===== config.mk =====
export PLATFORM = sky130hd
export DESIGN_NAME = cfa_calib
export DESIGN_NICKNAME = d
export VERILOG_FILES = /design/src/sv/cfa_pkg.sv /design/src/sv/cfa_calib.sv
export SDC_FILE = /design/constraint.sdc
export NUM_CORES = 2
export LEC_CHECK = 0
export BUFFER_PORTS_ARGS = -buffer_cell sky130_fd_sc_hd__buf_2
export CAP_MARGIN = 20
export CORE_MARGIN = 4
export CORE_UTILIZATION = 45
export CTS_CLUSTER_DIAMETER = 100
export DETAILED_ROUTE_END_ITERATION = 10
export PLACE_DENSITY = 0.6
export SYNTH_ARGS = -nofsm -noshare
export SYNTH_HDL_FRONTEND = slang
export SYNTH_SLANG_ARGS = --single-unit

===== constraint.sdc =====
create_clock -name clk -period 6.89 [get_ports clk]
set_input_delay 0.3445 -clock clk [delete_from_list [all_inputs] [get_ports clk]]
set_output_delay 0.3445 -clock clk [all_outputs]
set_load 0.03 [all_outputs]

===== src/sv/cfa_pkg.sv =====
// Shared types, constants and the arctangent table of the field angle block.
`timescale 1ns / 1ps
`default_nettype none

package cfa_pkg;

	// Default sizes handed to the top level
	localparam int unsigned CORDIC_STEPS_DEF = 16;
	localparam int unsigned ANGLE_BITS_DEF   = 16;

	// Widths of the field, configuration and working values
	localparam int unsigned FIELD_W = 16;
	localparam int unsigned DIFF_W  = FIELD_W + 1;
	localparam int unsigned PROD_W  = 2 * DIFF_W;
	localparam int unsigned VEC_W   = 36;
	localparam int unsigned ACC_W   = 32;
	localparam int unsigned CFG_IDX_W = 3;
	localparam int unsigned CFG_DAT_W = 16;

	localparam logic [FIELD_W-1:0] SCALE_ONE = 16'd4096;
	localparam logic [ACC_W-1:0]   HALF_TURN = 32'h8000_0000;

	// Configuration register indexes
	typedef enum logic [CFG_IDX_W-1:0] {
		REG_X_OFFSET    = 3'd0,
		REG_Y_OFFSET    = 3'd1,
		REG_X_SCALE     = 3'd2,
		REG_Y_SCALE     = 3'd3,
		REG_ZERO_ANGLE  = 3'd4,
		REG_REVERSE_DIR = 3'd5
	} cfa_reg_t;

	// Payload that travels down the rotation chain
	typedef struct packed {
		logic                    failed;
		logic                    zero;
		logic signed [VEC_W-1:0] x;
		logic signed [VEC_W-1:0] y;
		logic [ACC_W-1:0]        acc;
	} cfa_item_t;

	// atan(2^-i) as a 32-bit binary angle, truncated
	function automatic logic [ACC_W-1:0] atan_turn(input int unsigned i);
		logic [ACC_W-1:0] r;
		case (i)
			0:  r = 32'h2000_0000;
			1:  r = 32'h12E4_051D;
			2:  r = 32'h09FB_385B;
			3:  r = 32'h0511_11D4;
			4:  r = 32'h028B_0D43;
			5:  r = 32'h0145_D7E1;
			6:  r = 32'h00A2_F61E;
			7:  r = 32'h0051_7C55;
			8:  r = 32'h0028_BE53;
			9:  r = 32'h0014_5F2F;
			10: r = 32'h000A_2F98;
			11: r = 32'h0005_17CC;
			12: r = 32'h0002_8BE6;
			13: r = 32'h0001_45F3;
			14: r = 32'h0000_A2F9;
			15: r = 32'h0000_517C;
			16: r = 32'h0000_28BE;
			17: r = 32'h0000_145F;
			18: r = 32'h0000_0A2F;
			19: r = 32'h0000_0517;
			20: r = 32'h0000_028B;
			21: r = 32'h0000_0145;
			22: r = 32'h0000_00A2;
			23: r = 32'h0000_0051;
			default: r = '0;
		endcase
		return r;
	endfunction

endpackage

`default_nettype wire


===== src/sv/cfa_calib.sv =====
// Front end: offset removal, gain multiply and half-turn pre-rotation.
`timescale 1ns / 1ps
`default_nettype none

module cfa_calib import cfa_pkg::*; (
	input  wire logic                      clk,
	input  wire logic                      arst_n,
	input  wire logic                      en,
	input  wire logic                      vld_i,
	input  wire logic signed [FIELD_W-1:0] field_x,
	input  wire logic signed [FIELD_W-1:0] field_y,
	input  wire logic                      read_failed,
	input  wire logic signed [FIELD_W-1:0] x_offset,
	input  wire logic signed [FIELD_W-1:0] y_offset,
	input  wire logic [FIELD_W-1:0]        x_scale,
	input  wire logic [FIELD_W-1:0]        y_scale,
	output logic                           vld_o,
	output cfa_item_t                      item_o
);

	logic                     vld_s1, vld_s2, vld_s3;
	logic                     fail_s1, fail_s2;
	logic signed [DIFF_W-1:0] dx_s1, dy_s1;
	logic signed [PROD_W-1:0] px_s2, py_s2;
	logic signed [VEC_W-1:0]  vx, vy;
	cfa_item_t                pre;
	cfa_item_t                item_s3;

	// Advance the valid bits with the pipeline
	always_ff @(posedge clk or negedge arst_n) begin
		if (!arst_n) begin
			vld_s1 <= 1'b0;
			vld_s2 <= 1'b0;
			vld_s3 <= 1'b0;
		end else if (en) begin
			vld_s1 <= vld_i;
			vld_s2 <= vld_s1;
			vld_s3 <= vld_s2;
		end
	end

	// Remove hard-iron offsets
	always_ff @(posedge clk) begin
		if (en) begin
			fail_s1 <= read_failed;
			dx_s1   <= DIFF_W'(field_x) - DIFF_W'(x_offset);
			dy_s1   <= DIFF_W'(field_y) - DIFF_W'(y_offset);
		end
	end

	// Apply soft-iron gains at full width
	always_ff @(posedge clk) begin
		if (en) begin
			fail_s2 <= fail_s1;
			px_s2   <= PROD_W'(dx_s1) * PROD_W'($signed({1'b0, x_scale}));
			py_s2   <= PROD_W'(dy_s1) * PROD_W'($signed({1'b0, y_scale}));
		end
	end

	// Rotate a vector with negative X by half a turn
	always_comb begin
		vx         = VEC_W'(px_s2);
		vy         = VEC_W'(py_s2);
		pre.failed = fail_s2;
		pre.zero   = (px_s2 == '0) && (py_s2 == '0);
		if (px_s2 < 0) begin
			pre.x   = -vx;
			pre.y   = -vy;
			pre.acc = HALF_TURN;
		end else begin
			pre.x   = vx;
			pre.y   = vy;
			pre.acc = '0;
		end
	end

	always_ff @(posedge clk) begin
		if (en) begin
			item_s3 <= pre;
		end
	end

	assign vld_o  = vld_s3;
	assign item_o = item_s3;

endmodule

`default_nettype wire


==> run summary <==
CP delay by family, top -> adder cells
Inst Count DP -> 4086
Port buffer count -> 176
Final WS setup -> 284 ps
CTS tree -> done
Filler instances -> 6160
Hold depth -> 1
Residual DRC -> 0
Synthesized area -> 30000 um2
Crit path max fanout -> 12
Clock Path Buffers -> 2
Post-synth EDFFs -> 179
Final WL -> 69.0 mm
Vias per cell -> 5.07
Die Wd -> 266 um
Seq/Total Area, Yosys -> 18.2%
CTS sink count -> 182
Routability cong. -> 0.879
Die ar. -> 70800 um2
Worst path arrival time -> 6950 ps
Critical Path RT -> 7230 ps
Startpoint Class -> flip-flop
Multi-input logic area -> 21200 um2
Reg2reg setup slack -> 280 ps
Commonest cells post-synth -> inv_1, fa_1, nand2_1
DP HPWL -> 58.2 mm
Clk Tree Root Cell -> clkbuf_16
Io pins -> 208
Cell Count, Final, Fillers Out -> 4135
Period minus WS final -> 6610 ps
Status -> finished, final reports clean
H-tree depth -> 4
N_diodes -> 0
Max_cap viols -> 0
Grt ovf -> 0
Relative slew slack -> 37.0%
Depth of the most critical reg-to-reg path -> 20
Yosys cell types -> 65
Area leader, netlist -> fa_1
Largest cells by area after synthesis -> fa_1, edfxtp_1, inv_1, ha_1, nand2_1
Area growth, synth to finish -> 8.40%
Ys Warns -> 0
WP depth -> 20
Syn Inst Count -> 3106
Hold crit path type -> input pin to flip-flop
Final Core Density -> 49.4%
CP most frequent cell -> fa_1
Crit path kind -> flip-flop to flip-flop
Worst path cell trace -> and2_1 > fa_1 > inv_1 > fa_1 > fa_1 > inv_1 > fa_1 > fa_1 > inv_1 > fa_1 > inv_1 > ha_1 > nand2_2 > nor3_1 > or4_1 > o21a_1 > o21ai_0 > a21boi_0 > or4b_2 > nand3_1
Slew Viols, Final -> 0
Initial DRC count -> 1508
Fmax -> 151 MHz
Place WS -> 197 ps
Setup crit end kind -> flip-flop
Post-route clock period utilization -> 95.9%
Via count -> 20.9k
Buf/Inv on CP -> 4
Initial antenna violation count -> 1
Hold WS -> 44.0 ps
Number of synthesized register bits -> 182
Global-route wire length before repair -> 115 mm
Synth Flop Type -> edfxtp_1
FF/Latch Area -> 5450 um2
Vias in the first global route -> 22.4k
Share of cells above drive strength 1 -> 8.44%
Final Hold Fails -> 0
DR pass1 iterations -> 5
Crit-path slowest cell -> or4b_2
# rows -> 94
Worst-Skew Late Latency -> 490 ps
Antenna-violating nets left -> 0
Wire length per cell -> 16.7 um
Initial cell density of the core -> 45.5%
Die height -> 266 um
Core ar. -> 65900 um2
Clock Skew -> 27.3 ps
# setup viols final -> 0
Async S/R FF share, synth -> 1.65%
CTS clock-pin slew for the worst setup and hold paths -> 80 ps
Most frequent cell after synthesis -> inv_1
Worst slew pin tran -> 945 ps
Tot GR Track Use -> 20.4%
Yosys top cell area share -> 37.4%
Crit-path max cell delay -> 620 ps
Largest net degree at the start of global routing -> 106
CTS Buf Count -> 17
Average size of a mapped cell -> 9.66 um2
Final nets -> 4127
final cells by class:
class | count | area share [%]
multi-input combinational | 2067 | 65.3
inverter | 770 | 8.89
tap | 864 | 3.33
clock inverter | 15 | 0.685
clock buffer | 17 | 1.31
sequential | 182 | 16.8
timing repair buffer | 220 | 3.76
registers in the layout, indices dropped and copies added (netlist names):
| name | count |
|---|---|
| dy_s1 | 17 |
| fail_s2 | 1 |
| px_s2 | 34 |
| vld_s1 | 1 |
| vld_o | 1 |
| vld_s2 | 1 |
| item_o | 75 |
| dx_s1 | 17 |
| py_s2 | 34 |
| fail_s1 | 1 |
per-layer routing:
layer  GRT usage, %  routed length [um]
met2           31.9               31300
met1           29.5               31500
met5              0                   0
met3           4.28                4920
met4           4.73                1300
path summary, 6_finish.rpt:
check                                   endpoint               start
max reg2reg                  px_s2[20]$_DFFE_PP_  dx_s1[8]$_DFFE_PP_
max in group asynchronous     vld_s1$_DFFE_PN0P_              arst_n
min reg2reg                item_o[105]$_DFFE_PP_   fail_s2$_DFFE_PP_
max                          px_s2[20]$_DFFE_PP_  dx_s1[8]$_DFFE_PP_
min in group asynchronous      vld_o$_DFFE_PN0P_              arst_n
min                            fail_s1$_DFFE_PP_         read_failed
logic make-up after synthesis:
family                     after synthesis  synth area share [%]
DFF                                    182                  18.2
AOI/OAI and AO/OA                      290                  6.35
buffers and inverters                  889                  11.5
and+or+nand+nor                        834                  13.7
muxes                                    9                 0.313
adders and majority gates              768                  46.1
other                                    1                0.0125
xor gates and xnor gates               133                  3.88
through the flow:
stage,setup TNS (ps),area [um2]
4_1_cts,0,32400
5_1_grt,-4.05,32500
6_report,0,32500
3_5_place_dp,0,31700
3_3_place_gp,0,31700
2_1_floorplan,0,30100
layout by cell type, fill, tap and decap left out, drive strengths merged, types with 7 or more instances in the layout:
cell type,n
inv,779
fa,560
nand2,394
and2,226
buf,218
ha,208
edfxtp,179
xnor2,118
a21oi,77
o21ai,66
nor2,55
nor3,34
conb,33
nand3,26
o31ai,24
o21a,20
a21o,18
clkbuf,18
or4,18
xor2,15
nor2b,15
a21boi,14
nand2b,13
or3,11
and3,10
nor4,10
o41ai,9
a211oi,7
o31a,7
a31oi,7
worst register-to-register path, delay by kind of cell (launching register included):
family,cells,cell delay [ps]
AOI/OAI and AO/OA,3,590
adders and majority gates,7,3310
buffers and inverters,4,200
DFF,1,610
and+or+nand+nor,6,1770
timing repair:
| item | 4_1_cts | 5_1_grt |
|---|---|---|
| buffers inserted | 0 | 16 |
| endpoints found under the hold margin | 3 | 0 |
| hold buffers | 1 | 0 |
| resized for setup | 0 | 5 |
| setup endpoints to repair | 0 | 10 |
Power is not shown: default switching activity piles up to over one toggle a cycle in this logic, so the estimate is an artifact.
