===== src/sv/cfa_pkg.sv =====
// Shared types, constants and the arctangent table of the field angle block.
`timescale 1ns / 1ps
`default_nettype none

package cfa_pkg;

	// Default sizes handed to the top level
	localparam int unsigned CORDIC_STEPS_DEF = 16;
	localparam int unsigned ANGLE_BITS_DEF   = 16;

	// Widths of the field, configuration and working values
	localparam int unsigned FIELD_W = 16;
	localparam int unsigned DIFF_W  = FIELD_W + 1;
	localparam int unsigned PROD_W  = 2 * DIFF_W;
	localparam int unsigned VEC_W   = 36;
	localparam int unsigned ACC_W   = 32;
	localparam int unsigned CFG_IDX_W = 3;
	localparam int unsigned CFG_DAT_W = 16;

	localparam logic [FIELD_W-1:0] SCALE_ONE = 16'd4096;
	localparam logic [ACC_W-1:0]   HALF_TURN = 32'h8000_0000;

	// Configuration register indexes
	typedef enum logic [CFG_IDX_W-1:0] {
		REG_X_OFFSET    = 3'd0,
		REG_Y_OFFSET    = 3'd1,
		REG_X_SCALE     = 3'd2,
		REG_Y_SCALE     = 3'd3,
		REG_ZERO_ANGLE  = 3'd4,
		REG_REVERSE_DIR = 3'd5
	} cfa_reg_t;

	// Payload that travels down the rotation chain
	typedef struct packed {
		logic                    failed;
		logic                    zero;
		logic signed [VEC_W-1:0] x;
		logic signed [VEC_W-1:0] y;
		logic [ACC_W-1:0]        acc;
	} cfa_item_t;

	// atan(2^-i) as a 32-bit binary angle, truncated
	function automatic logic [ACC_W-1:0] atan_turn(input int unsigned i);
		logic [ACC_W-1:0] r;
		case (i)
			0:  r = 32'h2000_0000;
			1:  r = 32'h12E4_051D;
			2:  r = 32'h09FB_385B;
			3:  r = 32'h0511_11D4;
			4:  r = 32'h028B_0D43;
			5:  r = 32'h0145_D7E1;
			6:  r = 32'h00A2_F61E;
			7:  r = 32'h0051_7C55;
			8:  r = 32'h0028_BE53;
			9:  r = 32'h0014_5F2F;
			10: r = 32'h000A_2F98;
			11: r = 32'h0005_17CC;
			12: r = 32'h0002_8BE6;
			13: r = 32'h0001_45F3;
			14: r = 32'h0000_A2F9;
			15: r = 32'h0000_517C;
			16: r = 32'h0000_28BE;
			17: r = 32'h0000_145F;
			18: r = 32'h0000_0A2F;
			19: r = 32'h0000_0517;
			20: r = 32'h0000_028B;
			21: r = 32'h0000_0145;
			22: r = 32'h0000_00A2;
			23: r = 32'h0000_0051;
			default: r = '0;
		endcase
		return r;
	endfunction

endpackage

`default_nettype wire


===== src/sv/cfa_ifs.sv =====
// Handshake interfaces for the sample, result and configuration channels.
`timescale 1ns / 1ps
`default_nettype none


interface cfa_out_if #(parameter int unsigned ANGLE_BITS = 16);
	logic                  valid;
	logic                  ready;
	logic [ANGLE_BITS-1:0] angle;
	logic                  failed;

	modport source (output valid, output angle, output failed, input ready);
	modport sink (input valid, input angle, input failed, output ready);
endinterface


`default_nettype wire


===== src/sv/cfa_post.sv =====
// Back end: rounding, zero position, mirror and the output skid stage.
`timescale 1ns / 1ps
`default_nettype none

module cfa_post import cfa_pkg::*; #(
	parameter int unsigned ANGLE_BITS = ANGLE_BITS_DEF
) (
	input  wire logic                  clk,
	input  wire logic                  arst_n,
	input  wire logic                  vld_i,
	input  wire cfa_item_t             item_i,
	input  wire logic [ANGLE_BITS-1:0] zero_angle,
	input  wire logic                  reverse_dir,
	output logic                       adv,
	cfa_out_if.source                  result
);

	localparam logic [ACC_W-1:0] RND = ACC_W'(1) << (ACC_W - 1 - ANGLE_BITS);

	logic [ACC_W-1:0]      rnd;
	logic [ANGLE_BITS-1:0] theta;
	logic                  vld_s1, fail_s1;
	logic [ANGLE_BITS-1:0] theta_s1;
	logic [ANGLE_BITS-1:0] diff, ang;
	logic                  out_v_q, skid_v_q;
	logic [ANGLE_BITS-1:0] out_ang_q, skid_ang_q;
	logic                  out_fail_q, skid_fail_q;

	// The chain moves only while the skid stage is empty
	assign adv = !skid_v_q;

	// Round the turn accumulator to the angle width
	always_comb begin
		rnd   = item_i.acc + RND;
		theta = item_i.zero ? '0 : rnd[ACC_W-1 -: ANGLE_BITS];
	end

	always_ff @(posedge clk or negedge arst_n) begin
		if (!arst_n) begin
			vld_s1 <= 1'b0;
		end else if (adv) begin
			vld_s1 <= vld_i;
		end
	end

	always_ff @(posedge clk) begin
		if (adv) begin
			fail_s1  <= item_i.failed;
			theta_s1 <= theta;
		end
	end

	// Subtract the zero position and mirror; a failed read gives 0
	always_comb begin
		diff = theta_s1 - zero_angle;
		ang  = reverse_dir ? -diff : diff;
		if (fail_s1) begin
			ang = '0;
		end
	end

	// Hold the output and park an item in the skid stage when stalled
	always_ff @(posedge clk or negedge arst_n) begin
		if (!arst_n) begin
			out_v_q  <= 1'b0;
			skid_v_q <= 1'b0;
		end else if (skid_v_q) begin
			if (result.ready) begin
				skid_v_q <= 1'b0;
			end
		end else if (!out_v_q || result.ready) begin
			out_v_q <= vld_s1;
		end else if (vld_s1) begin
			skid_v_q <= 1'b1;
		end
	end

	always_ff @(posedge clk) begin
		if (skid_v_q) begin
			if (result.ready) begin
				out_ang_q  <= skid_ang_q;
				out_fail_q <= skid_fail_q;
			end
		end else if (!out_v_q || result.ready) begin
			out_ang_q  <= ang;
			out_fail_q <= fail_s1;
		end else begin
			skid_ang_q  <= ang;
			skid_fail_q <= fail_s1;
		end
	end

	assign result.valid  = out_v_q;
	assign result.angle  = out_ang_q;
	assign result.failed = out_fail_q;

`ifndef SYNTH
	a_fail_zero: assert property (@(posedge clk) disable iff (!arst_n)
		out_v_q && out_fail_q |-> out_ang_q == '0)
		else $error("failed item with non-zero angle");

	a_skid_behind_out: assert property (@(posedge clk) disable iff (!arst_n)
		skid_v_q |-> out_v_q)
		else $error("skid stage full while output register empty");

	a_skid_drain: assert property (@(posedge clk) disable iff (!arst_n)
		skid_v_q && result.ready |=> !skid_v_q && out_v_q)
		else $error("skid stage did not drain into the output register");

	a_skid_fill: assert property (@(posedge clk) disable iff (!arst_n)
		!skid_v_q && out_v_q && !result.ready && vld_s1 |=> skid_v_q)
		else $error("stalled item was not parked in the skid stage");
`endif

endmodule

`default_nettype wire


===== src/flat_wrapper.sv =====
// flat-port wrapper written by rule: the top's interface ports become plain ports
module cfa_post_flat import cfa_pkg::*;
#(
	parameter int unsigned ANGLE_BITS = ANGLE_BITS_DEF
)
  (clk, arst_n, vld_i, item_i, zero_angle, reverse_dir, adv, result_valid, result_angle, result_failed, result_ready);
  cfa_out_if #(.ANGLE_BITS(ANGLE_BITS)) result_i ();
  input  wire logic clk;
  input  wire logic arst_n;
  input  wire logic vld_i;
  input  wire cfa_item_t item_i;
  input  wire logic [ANGLE_BITS-1:0] zero_angle;
  input  wire logic reverse_dir;
  output logic adv;
  output wire logic [$bits(result_i.valid)-1:0] result_valid;
  output wire logic [$bits(result_i.angle)-1:0] result_angle;
  output wire logic [$bits(result_i.failed)-1:0] result_failed;
  input wire logic [$bits(result_i.ready)-1:0] result_ready;
  assign result_valid = result_i.valid;
  assign result_angle = result_i.angle;
  assign result_failed = result_i.failed;
  assign result_i.ready = result_ready;
  cfa_post #(.ANGLE_BITS(ANGLE_BITS)) u_core (.clk(clk), .arst_n(arst_n), .vld_i(vld_i), .item_i(item_i), .zero_angle(zero_angle), .reverse_dir(reverse_dir), .adv(adv), .result(result_i));
endmodule

===== config.mk =====
export PLATFORM = sky130hd
export DESIGN_NAME = cfa_post_flat
export DESIGN_NICKNAME = d
export VERILOG_FILES = /design/src/sv/cfa_pkg.sv /design/src/sv/cfa_ifs.sv /design/src/sv/cfa_post.sv /design/src/flat_wrapper.sv
export SDC_FILE = /design/constraint.sdc
export NUM_CORES = 1
export LEC_CHECK = 0
export BUFFER_PORTS_ARGS = -buffer_cell sky130_fd_sc_hd__buf_2
export CORE_MARGIN = 4
export CORE_UTILIZATION = 50
export DETAILED_ROUTE_END_ITERATION = 7
export HOLD_SLACK_MARGIN = 0.06
export PLACE_DENSITY = 0.84
export SLEW_MARGIN = 20
export SYNTH_ARGS = -nofsm -noshare
export SYNTH_HDL_FRONTEND = slang
export SYNTH_SLANG_ARGS = --single-unit

===== constraint.sdc =====
create_clock -name clk -period 9.22 [get_ports clk]
set_input_delay 1.844 -clock clk [delete_from_list [all_inputs] [get_ports clk]]
set_output_delay 1.844 -clock clk [all_outputs]
set_load 0.1 [all_outputs]

==> results of run 1 <==
==> stage by stage <==
stage                     hold WS [ps]  total power (W)  setup WS [ps]  utilization, %  instances
after global routing             557.7         0.001087           4368           58.94        509
after detailed placement         515.0        0.0009012           4283           57.56        501
after floorplan                  424.4        0.0008145           4637               -        358
after CTS                        535.9         0.001030           4604           58.85        509
after global placement           504.5        0.0008825           4344           57.56        501
final                            531.1         0.001029           4608           58.94        509
==> power by group <==
group	internal, W	switching (W)
Combinational	0.000141	0.000387
Clock	0.0000536	0.0000787
Sequential	0.000345	0.0000240
==> final timing paths <==
| check | start | endpoint |
|---|---|---|
| worst max-delay path | zero_angle[0] | u_core.result.angle[14] |
| worst min-delay path | u_core.skid_ang_q[9] | u_core.result.angle[9] |
| worst max register to register | u_core.theta_s1[0] | u_core.result.angle[14] |
| worst min register to register | u_core.skid_ang_q[9] | u_core.result.angle[9] |
| max in group asynchronous | arst_n | u_core.skid_v_q |
| min in group asynchronous | arst_n | u_core.vld_s1 |
==> layer usage <==
| layer | track usage [%] | wire length [microns] | part of all wire (%) | vias to the layer above |
|---|---|---|---|---|
| met5 | 0 | 0 | 0 | - |
| met4 | 5.128 | 57 | 0.86 | 0 |
| met3 | 3.656 | 376 | 5.7 | 8 |
| met2 | 29.97 | 3270 | 49 | 82 |
| met1 | 18.09 | 2908 | 44 | 1261 |
| li1 | - | - | - | 1422 |
==> cell type report <==
cell class	instances	area share [%]
multi-input combinational	270	45.77
sequential	54	39.68
clock inverter	3	0.4944
timing repair buffer	59	7.355
clock buffer	5	1.700
inverter	22	2.040
tap	96	2.967
==> worst max-delay path: cells and delay by family <==
kind	cells	cell delay, ps
AOI/OAI and AO/OA	4	940
muxes	2	590
adders and majority gates	2	560
xor gates and xnor gates	1	390
and+or+nand+nor	1	220
buffers and inverters	2	130
==> flip-flops by register name, indices dropped and copies added, names as in the netlist <==
name and count:
u_core.skid_v_q 1, u_core.skid_ang_q 16, u_core.result.valid 1, u_core.theta_s1 16, u_core.fail_s1 1, u_core.result.failed 1, u_core.result.angle 16, u_core.skid_fail_q 1
u_core.vld_s1 1
==> Yosys cell counts, types with 4 or more instances <==
library cell	count
a21o_1	6
a21oi_1	15
clkbuf_1	7
edfxtp_1	51
ha_1	17
inv_1	22
mux2_2	4
nand2_1	31
nand2b_1	5
nand3_1	15
nand4_1	6
nor2_1	40
nor3_1	5
o211ai_1	4
o21ai_0	14
o21ai_1	4
o31ai_1	10
or2_2	4
or3_1	6
xnor2_1	19
xor2_1	13
==> kinds of logic after synthesis <==
group,after synthesis
AO/OA/AOI/OAI,82
adder cells (fa/ha/maj),18
multiplexers,7
XOR/XNOR,33
flip-flops,54
buffers and inverters,34
AND/OR/NAND/NOR,130
==> impl_metrics.toml, run 1 <==
[routing]
drc = 0
wl_per_cell_microns = 12.99
drtIter0Drc = 100
vias_per_cell = 5.448
vias = 2773
wl_microns = 6612
antenna_left = 0
firstDrtPassIters = 4

[cells_and_area]
finalNetCount = 557
ff_latch_area_sq_mm = 0.001607
multi_input_area_sq_mm = 0.001853
num_antenna_cells = 0
area.growth.synth_to_final_pct = 13.11
final_cell_mix = "58 x buf_2, 51 x edfxtp_1, 40 x nor2_1, 31 x nand2_1, 22 x inv_1"
final_common_cell = "buf_2"
nFillCells = 598
design_area_sq_mm = 0.004049
layout-drive-gt1-share_pct = 21.79

[clock_network]
cts_buffer_depth = 2
cts_setup_buffers = 0
cts_sinks = 54
cts_resized = 0
cts-buffers-inserted = 5
tritoncts = "yes"
insertion_delay_ps = 310
hold_buffers = 0
cts_max_level = 2
cts_root_buffer = "clkbuf_8"
clk_pin_slew_worst_paths_ps = 100

[setup_path]
reg2regPathDepth = 12
worstPathArrival_ps = 4680
cpMaxStageDelayCell = "fa_1"
cp_max_fo = 5
crit_type = "in2reg"
critPathMaxStageDelay_ps = 410
path_cells = "buf_2, ha_1, inv_1, fa_1, a211oi_2, o211ai_1, o211ai_1, xor2_1, nand4_1, o41ai_2, mux2_4, mux2_4"
r2r_slack_ps = 5780
end_kind = "flip-flop"
start_kind = "input port"
required_ps = 9290

[synth]
syn_area_per_cell_sq_um = 9.999
synth-edff-count = 51
synth_compound_area_share_pct = 16.67
ys.flop_type = "edfxtp_1"
synth_top_area_share_pct = 42.78
ys_types = 56
synthMuxAreaShare_pct = 2.377
yosys-top-cells-area = "edfxtp_1 43%, ha_1 5.9%, xnor2_1 4.6%"
synthCells = 358
ys_seq_area_share_pct = 44.88
ys_warn_count = 0
synth_top_cell_by_area = "edfxtp_1"
synth-simple-area-share_pct = 17.62
synth_xor_area_share_pct = 8.284
synth_area_sq_mm = 0.003580
yosys_register_bits = 54
yosys.area_share.adder_pct = 6.501
synth_top_family_by_area = "simple AND/OR/NAND/NOR gates"
synth-async-reset-ratio_pct = 5.556
syn_nets = 503

[floorplan]
fp.dieW_microns = 92.62
dieArea_sq_mm = 0.008578
rows = 30
die_h_microns = 92.62
floorplan.initialDensity_pct = 52.11
ioPinCount = 146
coreArea_sq_mm = 0.006869

[place]
placedInstanceArea_sq_mm = 0.003954
numPortBuffers = 58
dp.final_hpwl_microns = 5252
routabilityCongestion = 0.8355

[outcome]
status = "finished clean"

[sta]
tightest_slew_ps = 940.7
final_hold_viol_count = 0
max_clock_freq_mhz = 216.8
period_share_pct = 50.02
finalClockSkew_ps = 7.591
finalSetupViolCount = 0
final.min_clock_period_ps = 4612
rsz0062_at_grt = "false"
max_slew_margin_pct = 37.22
finalMaxSlewViolations = 0
fin_tns_setup_ps = 0

[pwr]
max-vdd-ir-drop_v = 0.00009199
p_leak_nw = 1.664
power_density_mw_per_mm2 = 254.2

[global_route]
grt_pass1_wl_microns = 11250
gr-usage-all-layers_pct = 16.09
antenna_found_initial = 0
grt_max_degree = 28
grt_pass1_vias = 2608
grt-ovfl-total = 0

[job]
cap_violations = 0

[min_path]
hp-class = "reg2reg"
hold_depth = 2
(Power assumes the default switching activity.)
==> run 2, diff against run 1 <==
Settings changed: ABC_AREA from default to 1, PLACE_DENSITY 0.84 to 0.83.
Clock period 9.22 ns to 4.6 ns, I/O delays scaled along.
==> run 2 against run 1 <==
Compared with the run above:
- clock power up 110%
- synthesized cell count grew 45%
- non-clock buffer count up 2
- critical path type unchanged
- largest power group unchanged
==> impl_metrics.toml, run 2 <==
[outcome]
status = "finished clean"

[clock_network]
clk_pin_slew_worst_paths_ps = 90
cts_buffer_depth = 2
cts_root_buffer = "clkbuf_8"
tritoncts = "yes"
cts_setup_buffers = 0
cts_sinks = 54
cts-buffers-inserted = 5
cts_max_level = 2
hold_buffers = 0
insertion_delay_ps = 310
cts_resized = 0

[global_route]
grt_pass1_wl_microns = 12930
grt_pass1_vias = 3186
grt-ovfl-total = 0
grt_max_degree = 33
antenna_found_initial = 0
gr-usage-all-layers_pct = 17.31

[sta]
finalClockSkew_ps = 10.87
tightest_slew_ps = 710.7
finalSetupViolCount = 0
finalMaxSlewViolations = 0
final.min_clock_period_ps = 2921
rsz0062_at_grt = "false"
fin_tns_setup_ps = 0
max_clock_freq_mhz = 342.3
period_share_pct = 63.51
final_hold_viol_count = 0
max_slew_margin_pct = 52.62

[floorplan]
die_h_microns = 95.94
ioPinCount = 146
coreArea_sq_mm = 0.007370
dieArea_sq_mm = 0.009204
rows = 31
floorplan.initialDensity_pct = 52.46
fp.dieW_microns = 95.94

[place]
routabilityCongestion = 0.8220
numPortBuffers = 58
dp.final_hpwl_microns = 5987

[setup_path]
worstPathArrival_ps = 2960
critPathMaxStageDelay_ps = 420
crit_start = "zero_angle[0]"
worstReg2RegEnd = "u_core.result.angle[11]"
reg2regPathDepth = 18
r2r_slack_ps = 1970
required_ps = 4640
start_kind = "input port"
r2r_start = "u_core.theta_s1[0]"
cp_max_fo = 4
path_cells = "buf_2, ha_1, inv_1, fa_1, inv_1, ha_1, inv_1, nor2_2, nand2_2, nor2_1, nand2_1, nor2_2, nand2_2, nand2_2, nand3_1, nand3_1, o21ai_1"
crit_end = "u_core.result.angle[10]"
end_kind = "flip-flop"
cpMaxStageDelayCell = "fa_1"
crit_type = "in2reg"

[synth]
yosys.cell_count.top_type = "nand2_1"
synth_top_cell_by_area = "edfxtp_1"
synth_top_area_share_pct = 39.61
synthCells = 518
syn_area_per_cell_sq_um = 7.464
synth-edff-count = 51
ys_warn_count = 0
ys.flop_type = "edfxtp_1"
syn_nets = 663
synth-async-reset-ratio_pct = 5.556
yosys-top-cells-area = "edfxtp_1 40%, nand2_1 16%, inv_1 8.3%"
synth_common_cells = "163 x nand2_1, 85 x inv_1, 51 x edfxtp_1"
synth_area_sq_mm = 0.003866
ys_types = 35
ys_seq_area_share_pct = 41.55
yosys_register_bits = 54

[cells_and_area]
final_common_cell = "nand2_1"
num_antenna_cells = 0
finalNetCount = 723
layout-drive-gt1-share_pct = 19.00
final_cell_mix = "163 x nand2_1, 85 x inv_1, 58 x buf_2, 51 x edfxtp_1, 36 x nor2_1"
area.growth.synth_to_final_pct = 12.65
fin_util_pct = 59.10

[pwr]
power_density_mw_per_mm2 = 625.1
p_leak_nw = 2.246
max-vdd-ir-drop_v = 0.0002110

[routing]
wl_microns = 7388
vias_per_cell = 4.965
firstDrtPassIters = 5
drc = 0
drtIter0Drc = 131
wl_per_cell_microns = 10.90
antenna_left = 0
vias = 3366

[job]
cap_violations = 0

[min_path]
hp-class = "in2async"
[run 2: changes by cell type in the layout (fill, tap and decap cells not counted), moves of 10 or more]
cell / delta
o31ai_1: -10
xnor2_1: -19
inv_1: +63
xor2_1: -12
nand2_1: +132
nand3_1: +20
nand2_2: +17
[run 2: how the worst min path moves through the flow]
stage	startpoint	endpoint	slack, ps	depth (start not counted)
finish	arst_n	u_core.result.valid	390	1
global route	arst_n	u_core.result.valid	370	1
CTS	arst_n	u_core.vld_s1	390	1
detailed placement	u_core.skid_ang_q[0]	u_core.result.angle[0]	510	2
global placement	u_core.skid_ang_q[5]	u_core.result.angle[5]	500	2
floorplan	u_core.skid_ang_q[14]	u_core.result.angle[14]	490	2
[run 2: through the flow]
stage / setup WS (ps) / total power [W] / hold WS, ps / area, sq um / cells
floorplan: 1551 / 0.002190 / 491.4 / 3866 / 518
global placement: 1407 / 0.002401 / 500.0 / 4257 / 670
detailed placement: 1339 / 0.002454 / 506.1 / 4257 / 670
CTS: 1664 / 0.002730 / 388.2 / 4355 / 678
global route: 1415 / 0.002931 / 373.0 / 4355 / 678
finish: 1679 / 0.002723 / 392.5 / 4355 / 678
[run 2: kinds of logic (layout without fill, tap and decap cells)]
kind of cell             count (synthesis)  after routing  share of synthesized area, %
AO/OA/AOI/OAI                           52             52                         7.120
XOR/XNOR                                 1              1                        0.2266
adder cells (fa/ha/maj)                 18             18                         6.019
buffers and inverters                   99            160                         10.03
flip-flops                              54             54                         41.55
AND/OR/NAND/NOR                        294            294                         35.05
[run 2: metal layers]
metal	share of wire, %	track usage [%]	wire length (microns)
met2	48	32.89	3574
met1	45	20.42	3292
met5	0	0	0
met4	0.69	3.555	51
met3	6.4	2.737	470
[run 2: final cells by class]
cell class	count	area (sq um)
Multi-Input combinational cell	365	1872
Tap cell	99	123.9
Timing Repair Buffer	61	312.8
Inverter	91	341.6
Clock buffer	6	82.58
Fill cell	686	3014
Clock inverter	2	16.27
Sequential cell	54	1607
[run 2: critical path, delay by kind of cell]
family / cells / cell delay [ps]
adders and majority gates: 3 / 750
buffers and inverters: 4 / 380
AOI/OAI and AO/OA: 1 / 70
and+or+nand+nor: 9 / 850
[run 2: report_power, final]
| part | leakage [nW] | internal [W] | total [W] | switching, W |
|---|---|---|---|---|
| logic | 1.64 | 0.000360 | 0.00160 | 0.00124 |
| clock network | 0.0478 | 0.000124 | 0.000279 | 0.000154 |
| registers | 0.561 | 0.000779 | 0.000847 | 0.0000679 |
